## src/hdl/pls_pkg.sv

```systemverilog
// pls_pkg: shared types and constants of the positional list store.
// Used by pls_cell and positional_list_store; depends on nothing.
`default_nettype none

package pls_pkg;

  localparam int CapacityDef = 16;
  localparam int DataW       = 32;

  typedef enum logic [2:0] {
    OP_INSERT  = 3'd0,
    OP_UPDATE  = 3'd1,
    OP_DELETE  = 3'd2,
    OP_REVERSE = 3'd3,
    OP_PRINT   = 3'd4
  } func_e;

  typedef enum logic [1:0] {
    ST_OK     = 2'd0,
    ST_BADPOS = 2'd1,
    ST_FULL   = 2'd2
  } status_e;

  typedef enum logic [2:0] {
    CELL_HOLD,
    CELL_INSERT,
    CELL_WRITE,
    CELL_DELETE,
    CELL_ROTATE
  } cell_op_e;

  typedef struct packed {
    cell_op_e           op;
    logic [DataW-1:0]   value;
    logic [DataW-1:0]   head;
  } cell_cmd_t;

endpackage

`default_nettype wire

```

## src/hdl/pls_cell.sv

```systemverilog
// pls_cell: one list entry of the cell row; takes its neighbor's word,
// a new word or the head word according to the broadcast command.
// Depends on pls_pkg.
`default_nettype none

module pls_cell #(
  parameter int IdxW  = 4,
  parameter int Index = 0
) (
  input  wire logic                     clk_i,
  input  wire pls_pkg::cell_cmd_t       cmd_i,
  input  wire logic [IdxW-1:0]          idx_i,
  input  wire logic [pls_pkg::DataW-1:0] left_i,
  input  wire logic [pls_pkg::DataW-1:0] right_i,
  output logic      [pls_pkg::DataW-1:0] data_o
);

  localparam logic [IdxW-1:0] IdxV = IdxW'(Index);

  logic [pls_pkg::DataW-1:0] data_q, data_d;

  always_comb begin
    data_d = data_q;
    unique case (cmd_i.op)
      pls_pkg::CELL_HOLD: data_d = data_q;
      pls_pkg::CELL_INSERT: begin
        if (IdxV > idx_i) data_d = left_i;
        else if (IdxV == idx_i) data_d = cmd_i.value;
      end
      pls_pkg::CELL_WRITE: begin
        if (IdxV == idx_i) data_d = cmd_i.value;
      end
      pls_pkg::CELL_DELETE: begin
        if (IdxV >= idx_i) data_d = right_i;
      end
      pls_pkg::CELL_ROTATE: begin
        if (IdxV < idx_i) data_d = right_i;
        else if (IdxV == idx_i) data_d = cmd_i.head;
      end
      default: data_d = data_q;
    endcase
  end

  always_ff @(posedge clk_i) begin
    data_q <= data_d;
  end

  assign data_o = data_q;

endmodule

`default_nettype wire

```

## src/hdl/positional_list_store.sv

```systemverilog
// positional_list_store: bounded ordered list kept in a row of cells, with
// the operation sequencer and result register. Depends on pls_pkg, pls_cell.
//
//   port group        dir  handshake
//   start/func/pos/v  in   taken at an edge with start_i high, busy_o low
//   valid/results     out  one cycle per word, marked by valid_o
//
// Insert, update, delete and unknown codes: word in the next cycle.
// Print: one word per entry, or a single word flagged empty when empty.
// Reverse: a single word once the walk ends; no walk when count is below two.
// Both walk the cell row, which rotates by one place per cycle.
// Reset clears the count; entry contents are undefined until written.
// The receiver cannot stall; busy_o holds off new words during print/reverse.
`default_nettype none

module positional_list_store #(
  parameter int CAPACITY = pls_pkg::CapacityDef,
  localparam int IW = $clog2(CAPACITY),
  localparam int CW = $clog2(CAPACITY + 1)
) (
  input  wire logic                             clk_i,
  input  wire logic                             rst_ni,
  input  wire logic                             start_i,
  output logic                                  busy_o,
  input  wire logic [2:0]                       func_i,
  input  wire logic [CW-1:0]                    position_i,
  input  wire logic signed [pls_pkg::DataW-1:0] value_in_i,
  output logic                                  valid_o,
  output logic [1:0]                            status_o,
  output logic signed [pls_pkg::DataW-1:0]      value_out_o,
  output logic [IW-1:0]                         entry_pos_o,
  output logic                                  is_last_o,
  output logic                                  list_empty_o,
  output logic [CW-1:0]                         entry_count_o
);

  localparam logic [CW-1:0] CapW = CW'(CAPACITY);

  typedef enum logic [1:0] {
    S_IDLE,
    S_PRINT,
    S_REV
  } state_e;

  state_e                    state_q, state_d;
  logic [CW-1:0]             count_q, count_d;
  logic [IW-1:0]             ptr_q, ptr_d;
  logic                      valid_q, valid_d;
  pls_pkg::status_e          status_q, status_d;
  logic [pls_pkg::DataW-1:0] value_q, value_d;
  logic [IW-1:0]             epos_q, epos_d;
  logic                      last_q, last_d;
  logic                      empty_q, empty_d;

  pls_pkg::cell_cmd_t        cmd;
  logic [IW-1:0]             cell_idx;
  logic [pls_pkg::DataW-1:0] cell_data [CAPACITY];
  logic [CW-1:0]             cnt_dec;
  logic [IW-1:0]             cnt_m1;
  logic                      accept;

  assign busy_o  = (state_q != S_IDLE);
  assign accept  = start_i && !busy_o;
  assign cnt_dec = count_q - 1'b1;
  assign cnt_m1  = cnt_dec[IW-1:0];

  always_comb begin
    state_d   = state_q;
    count_d   = count_q;
    ptr_d     = ptr_q;
    valid_d   = 1'b0;
    status_d  = pls_pkg::ST_OK;
    value_d   = '0;
    epos_d    = '0;
    last_d    = 1'b1;
    empty_d   = 1'b0;
    cmd.op    = pls_pkg::CELL_HOLD;
    cmd.value = value_in_i;
    cmd.head  = cell_data[0];
    cell_idx  = position_i[IW-1:0];
    unique case (state_q)
      S_IDLE: begin
        if (accept) begin
          unique case (pls_pkg::func_e'(func_i))
            pls_pkg::OP_INSERT: begin
              valid_d = 1'b1;
              if (position_i > count_q) begin
                status_d = pls_pkg::ST_BADPOS;
              end else if (count_q == CapW) begin
                status_d = pls_pkg::ST_FULL;
              end else begin
                cmd.op  = pls_pkg::CELL_INSERT;
                count_d = count_q + 1'b1;
              end
            end
            pls_pkg::OP_UPDATE: begin
              valid_d = 1'b1;
              if (position_i >= count_q) status_d = pls_pkg::ST_BADPOS;
              else cmd.op = pls_pkg::CELL_WRITE;
            end
            pls_pkg::OP_DELETE: begin
              valid_d = 1'b1;
              if (position_i >= count_q) begin
                status_d = pls_pkg::ST_BADPOS;
              end else begin
                cmd.op  = pls_pkg::CELL_DELETE;
                count_d = cnt_dec;
              end
            end
            pls_pkg::OP_REVERSE: begin
              if (count_q > CW'(1)) begin
                state_d = S_REV;
                ptr_d   = cnt_m1;
              end else begin
                valid_d = 1'b1;
              end
            end
            pls_pkg::OP_PRINT: begin
              if (count_q == '0) begin
                valid_d = 1'b1;
                empty_d = 1'b1;
              end else begin
                state_d = S_PRINT;
                ptr_d   = '0;
              end
            end
            default: valid_d = 1'b1;
          endcase
        end
      end
      S_PRINT: begin
        // head word leaves, the row rotates so it returns to its place
        cmd.op   = pls_pkg::CELL_ROTATE;
        cell_idx = cnt_m1;
        valid_d  = 1'b1;
        value_d  = cell_data[0];
        epos_d   = ptr_q;
        last_d   = (ptr_q == cnt_m1);
        if (ptr_q == cnt_m1) state_d = S_IDLE;
        else ptr_d = ptr_q + 1'b1;
      end
      S_REV: begin
        // move head to the end of a shrinking window
        cmd.op   = pls_pkg::CELL_ROTATE;
        cell_idx = ptr_q;
        ptr_d    = ptr_q - 1'b1;
        if (ptr_q == IW'(1)) begin
          valid_d = 1'b1;
          state_d = S_IDLE;
        end
      end
      default: state_d = S_IDLE;
    endcase
  end

  always_ff @(posedge clk_i or negedge rst_ni) begin
    if (!rst_ni) begin
      state_q  <= S_IDLE;
      count_q  <= '0;
      ptr_q    <= '0;
      valid_q  <= 1'b0;
      status_q <= pls_pkg::ST_OK;
      value_q  <= '0;
      epos_q   <= '0;
      last_q   <= 1'b0;
      empty_q  <= 1'b0;
    end else begin
      state_q  <= state_d;
      count_q  <= count_d;
      ptr_q    <= ptr_d;
      valid_q  <= valid_d;
      status_q <= status_d;
      value_q  <= value_d;
      epos_q   <= epos_d;
      last_q   <= last_d;
      empty_q  <= empty_d;
    end
  end

  for (genvar i = 0; i < CAPACITY; i++) begin : g_cell
    logic [pls_pkg::DataW-1:0] left_w, right_w;
    if (i == 0) begin : g_first
      assign left_w = value_in_i;
    end else begin : g_mid_l
      assign left_w = cell_data[i-1];
    end
    if (i == CAPACITY - 1) begin : g_last
      assign right_w = cell_data[i];
    end else begin : g_mid_r
      assign right_w = cell_data[i+1];
    end
    pls_cell #(
      .IdxW  (IW),
      .Index (i)
    ) u_cell (
      .clk_i   (clk_i),
      .cmd_i   (cmd),
      .idx_i   (cell_idx),
      .left_i  (left_w),
      .right_i (right_w),
      .data_o  (cell_data[i])
    );
  end

  assign valid_o       = valid_q;
  assign status_o      = status_q;
  assign value_out_o   = value_q;
  assign entry_pos_o   = epos_q;
  assign is_last_o     = last_q;
  assign list_empty_o  = empty_q;
  assign entry_count_o = count_q;

  a_count_bound: assert property (@(posedge clk_i) disable iff (!rst_ni)
    count_q <= CapW)
    else $error("entry count above capacity");

  a_empty_word: assert property (@(posedge clk_i) disable iff (!rst_ni)
    valid_o && list_empty_o |-> is_last_o && (entry_count_o == '0))
    else $error("empty print word inconsistent");

  a_more_words: assert property (@(posedge clk_i) disable iff (!rst_ni)
    valid_o && !is_last_o |-> busy_o)
    else $error("non-final word while sequencer idle");

  a_quick_op: assert property (@(posedge clk_i) disable iff (!rst_ni)
    start_i && !busy_o && func_i != pls_pkg::OP_PRINT
      && func_i != pls_pkg::OP_REVERSE |=> valid_o)
    else $error("single-cycle operation gave no word");

  a_err_keeps: assert property (@(posedge clk_i) disable iff (!rst_ni)
    valid_o && status_o != pls_pkg::ST_OK |-> $stable(count_q))
    else $error("error status but count changed");

endmodule

`default_nettype wire

```

## config.mk

```make
export PLATFORM = sky130hd
export DESIGN_NAME = positional_list_store
export DESIGN_NICKNAME = d
export VERILOG_FILES = /design/src/hdl/pls_pkg.sv /design/src/hdl/pls_cell.sv /design/src/hdl/positional_list_store.sv
export SDC_FILE = /design/constraint.sdc
export NUM_CORES = 2
export LEC_CHECK = 0
export BUFFER_PORTS_ARGS = -buffer_cell sky130_fd_sc_hd__buf_2
export CORE_MARGIN = 2
export CORE_UTILIZATION = 55
export DETAILED_ROUTE_END_ITERATION = 10
export PLACE_DENSITY_LB_ADDON = 0.12
export SYNTH_ARGS = -nofsm -noshare
export SYNTH_HDL_FRONTEND = slang
export SYNTH_SLANG_ARGS = --single-unit
export TNS_END_PERCENT = 5
```

## constraint.sdc

```tcl
create_clock -name clk_i -period 9.54 [get_ports clk_i]
set_input_delay 0.477 -clock clk_i [delete_from_list [all_inputs] [get_ports clk_i]]
set_output_delay 0.477 -clock clk_i [all_outputs]
set_load 0.005 [all_outputs]
```

==> impl_metrics.env <==
export IMPL_netlist_top_cells_area="edfxtp_1 (38%), mux2i_1 (11%), nand2_1 (5.5%)"
export IMPL_syn_area_um2=40900
export IMPL_fin_cells=5109
export IMPL_avgSynthCellArea_um2=9.46
export IMPL_overflow=0
export IMPL_status="complete, no violations"
export IMPL_slowest_delay_ps=880
export IMPL_start_kind="flop"
export IMPL_tns_ps=0
export IMPL_cp_slowest_cell="a221oi_4"
export IMPL_row_count=99
export IMPL_ioPinCount=90
export IMPL_drive_above_1_share=0.141
export IMPL_hold_viol_final=0
export IMPL_finalSetupViolations=0
export IMPL_first_iter_violations=6762
export IMPL_cpLargestDelayFamily="buffers and inverters"
export IMPL_maxCapViolCount=0
export IMPL_root_buffer="clkbuf_16"
export IMPL_arrival_ps=6330
export IMPL_clockBufferDepth=3
export IMPL_antenna_found_initial=9
export IMPL_relSlewSlack=0.0456
export IMPL_hold_ws_ps=138
export IMPL_area_growth_pct=7.80
export IMPL_fin_crit_sh=0.633
export IMPL_clk_pin_slew_worst_paths_ps=60
export IMPL_wl_um=171000
export IMPL_cp_max_fo=82
export IMPL_path_common_cell="buf_4"
export IMPL_routabilityCongestion=0.983
export IMPL_drt_pass1_iter_count=10
export IMPL_drv_slew=0
export IMPL_yosysWarnings=0
export IMPL_syn_inst=4325
export IMPL_cts_setup_buffers=0
export IMPL_nNetsFinal=4151
export IMPL_wire_per_inst_um=33.5
export IMPL_die_area_um2=76600
export IMPL_synth_seq_area_share=0.408
export IMPL_vias=39300
export IMPL_ant_nets=0
export IMPL_final_util=0.601
export IMPL_fin_skew_ps=19.5
export IMPL_hold_class="input port to flop"
export IMPL_core_um2=73300
export IMPL_portBuffers=89
export IMPL_crit_chain="inv_1, ha_4, buf_4, a21boi_0, o21a_1, a21o_2, buf_4, nor2_4, buf_4, a221oi_4, buf_4"
export IMPL_dp_cells=4978
export IMPL_fmax_mhz=166
export IMPL_initial_core_util=0.558
export IMPL_min_period_ps=6040
export IMPL_critPathBufInv=5
export IMPL_endpoint_kind="flop"
export IMPL_via_per_inst=7.69
export IMPL_synthArstFlopShare=0.0922
export IMPL_synth_edff_count=512
export IMPL_synthFlopType="edfxtp_1"
export IMPL_clock_sinks=564
export IMPL_grt_max_degree=83
export IMPL_die_h_um=277
export IMPL_rsz0062_at_grt="no"
export IMPL_place_hpwl_um=102000
export IMPL_die_w_um=277
export IMPL_clk_latency_ps=650
export IMPL_worstSetupPathType="flop to flop"
export IMPL_grt_usage=0.432
export IMPL_numCtsBuffers=70
export IMPL_route_detailed_drc=0
export IMPL_h_tree_depth=3
export IMPL_synth_top_area_cell="edfxtp_1"
export IMPL_tightest_slew_ps=1430
export IMPL_syn_nets=4384
export IMPL_cp_required_ps=9830
export IMPL_synth_cell_types=81
export IMPL_grt_pass1_wl_um=248000
export IMPL_n_fill_cell=6309
export IMPL_synth_top_area_share=0.376
export IMPL_synth_seq_cells=564
export IMPL_first_global_vias=36600
export IMPL_cts_tree="built"
==> per-stage QoR <==
step	setup slack, ps	instance area [um2]
6_report	3500	44100
5_1_grt	3390	44100
4_1_cts	3650	44100
3_5_place_dp	3730	41800
3_3_place_gp	3830	41800
2_1_floorplan	4060	40900
==> sequential cells by signal, summed over array words and instances, names as in the netlist <==
register              cells
entry_count_o             5
entry_pos_o               4
g_cell.u_cell.data_o    512
is_last_o                 1
list_empty_o              1
ptr_q                     4
state_q                   2
status_o                  2
valid_o                   1
value_out_o              32
==> worst paths after layout <==
path,from,endpoint,slack [ps],cells after the start
max,state_q[0],g_cell[12].u_cell.data_o[21],3500,11
min,start_i,valid_o,140,3
max reg2reg,state_q[0],g_cell[12].u_cell.data_o[21],3500,11
min reg2reg,entry_count_o[4],entry_count_o[4],560,1
max in group asynchronous,rst_ni,value_out_o[20],8550,3
min in group asynchronous,rst_ni,value_out_o[28],520,3
==> final cells by class <==
class | instances | area [um2] | share of cell area
Antenna cell | 5 | 12.5 | 0.000284
Sequential cell | 564 | 16700 | 0.378
Clock buffer | 100 | 2060 | 0.0468
Clock inverter | 25 | 220 | 0.00499
Tap cell | 959 | 1200 | 0.0272
Timing Repair Buffer | 201 | 1290 | 0.0292
Multi-Input combinational cell | 3233 | 22500 | 0.511
Inverter | 22 | 82.6 | 0.00187
==> synth_stat cells (12+ instances only) <==
cell       instances
and2_1            69
mux2_2           117
a21oi_1          337
o21ai_1           61
a311o_1           18
inv_1             21
o221ai_1          58
buf_2            118
a211o_1           12
o22ai_1           18
clkbuf_1         320
a221oi_1          50
nand3_1           98
nand2_1          594
buf_6             15
ha_1              16
o21ai_0          237
a311oi_1          23
edfxtp_1         512
o2111ai_2         18
a31oi_1           16
nor2_1           220
a21o_1            40
a32oi_1           23
mux2i_1          452
o2bb2ai_1         26
a22oi_1           93
o211ai_1         206
o211ai_2          43
buf_1             42
dfrtp_1           52
and3_1            24
a222oi_1         117
a2bb2oi_1         25
or3_1             65
a22o_1            33
xnor2_1           13
==> kinds of logic (layout without fill, tap and decap cells) <==
kind of cell,after synthesis,count (layout),share of synthesized area
AO/OA/AOI/OAI,1503,1503,0.263
XOR/XNOR,14,14,0.00318
adder cells (fa/ha/maj),16,16,0.00489
buffers and inverters,528,348,0.0558
flip-flops,564,564,0.408
multiplexers,571,571,0.144
other,0,5,0
AND/OR/NAND/NOR,1129,1129,0.122
==> layout by cell type (no fill, tap or decap), types with 21 or more instances in the layout <==
cell | netlist | layout
a21o_1 | 40 | 38
a21oi_1 | 337 | 332
a221oi_1 | 50 | 45
a222oi_1 | 117 | 117
a22o_1 | 33 | 33
a22oi_1 | 93 | 93
a2bb2oi_1 | 25 | 25
a311oi_1 | 23 | 22
a32oi_1 | 23 | 23
and2_1 | 69 | 69
and3_1 | 24 | 24
buf_2 | 118 | 89
buf_4 | 11 | 111
clkbuf_16 | 0 | 77
dfrtp_1 | 52 | 52
edfxtp_1 | 512 | 512
inv_1 | 21 | 21
mux2_2 | 117 | 117
mux2i_1 | 452 | 452
nand2_1 | 594 | 583
nand3_1 | 98 | 97
nor2_1 | 220 | 204
o211ai_1 | 206 | 206
o211ai_2 | 43 | 43
o21ai_0 | 237 | 231
o21ai_1 | 61 | 57
o221ai_1 | 58 | 58
o2bb2ai_1 | 26 | 26
or3_1 | 65 | 62
==> routing by layer <==
layer	part of all wire	vias to the layer above	GRT usage	routed length [um]
li1	-	16300	-	-
met1	0.36	19000	0.560	61600
met5	0.000070	-	0	12
met2	0.42	3341	0.627	71400
met3	0.15	704	0.132	25100
met4	0.076	2	0.278	13100
==> what timing repair did <==
action | in CTS | in global routing
hold buffers | 1 | 0
hold endpoints to repair | 52 | 0
resized for setup | 0 | 0
setup endpoints to repair | 0 | 0
==> worst reg2reg max path: stages, from the launching register on <==
cell	delay, ps
dfrtp_1	380
inv_1	110
ha_4	580
buf_4	820
a21boi_0	490
o21a_1	460
a21o_2	150
buf_4	620
nor2_4	350
buf_4	360
a221oi_4	880
buf_4	490
Power is left out: the tool's default activity adds up to more than one toggle a clock period on the data nets, which glitch-free logic cannot reach.
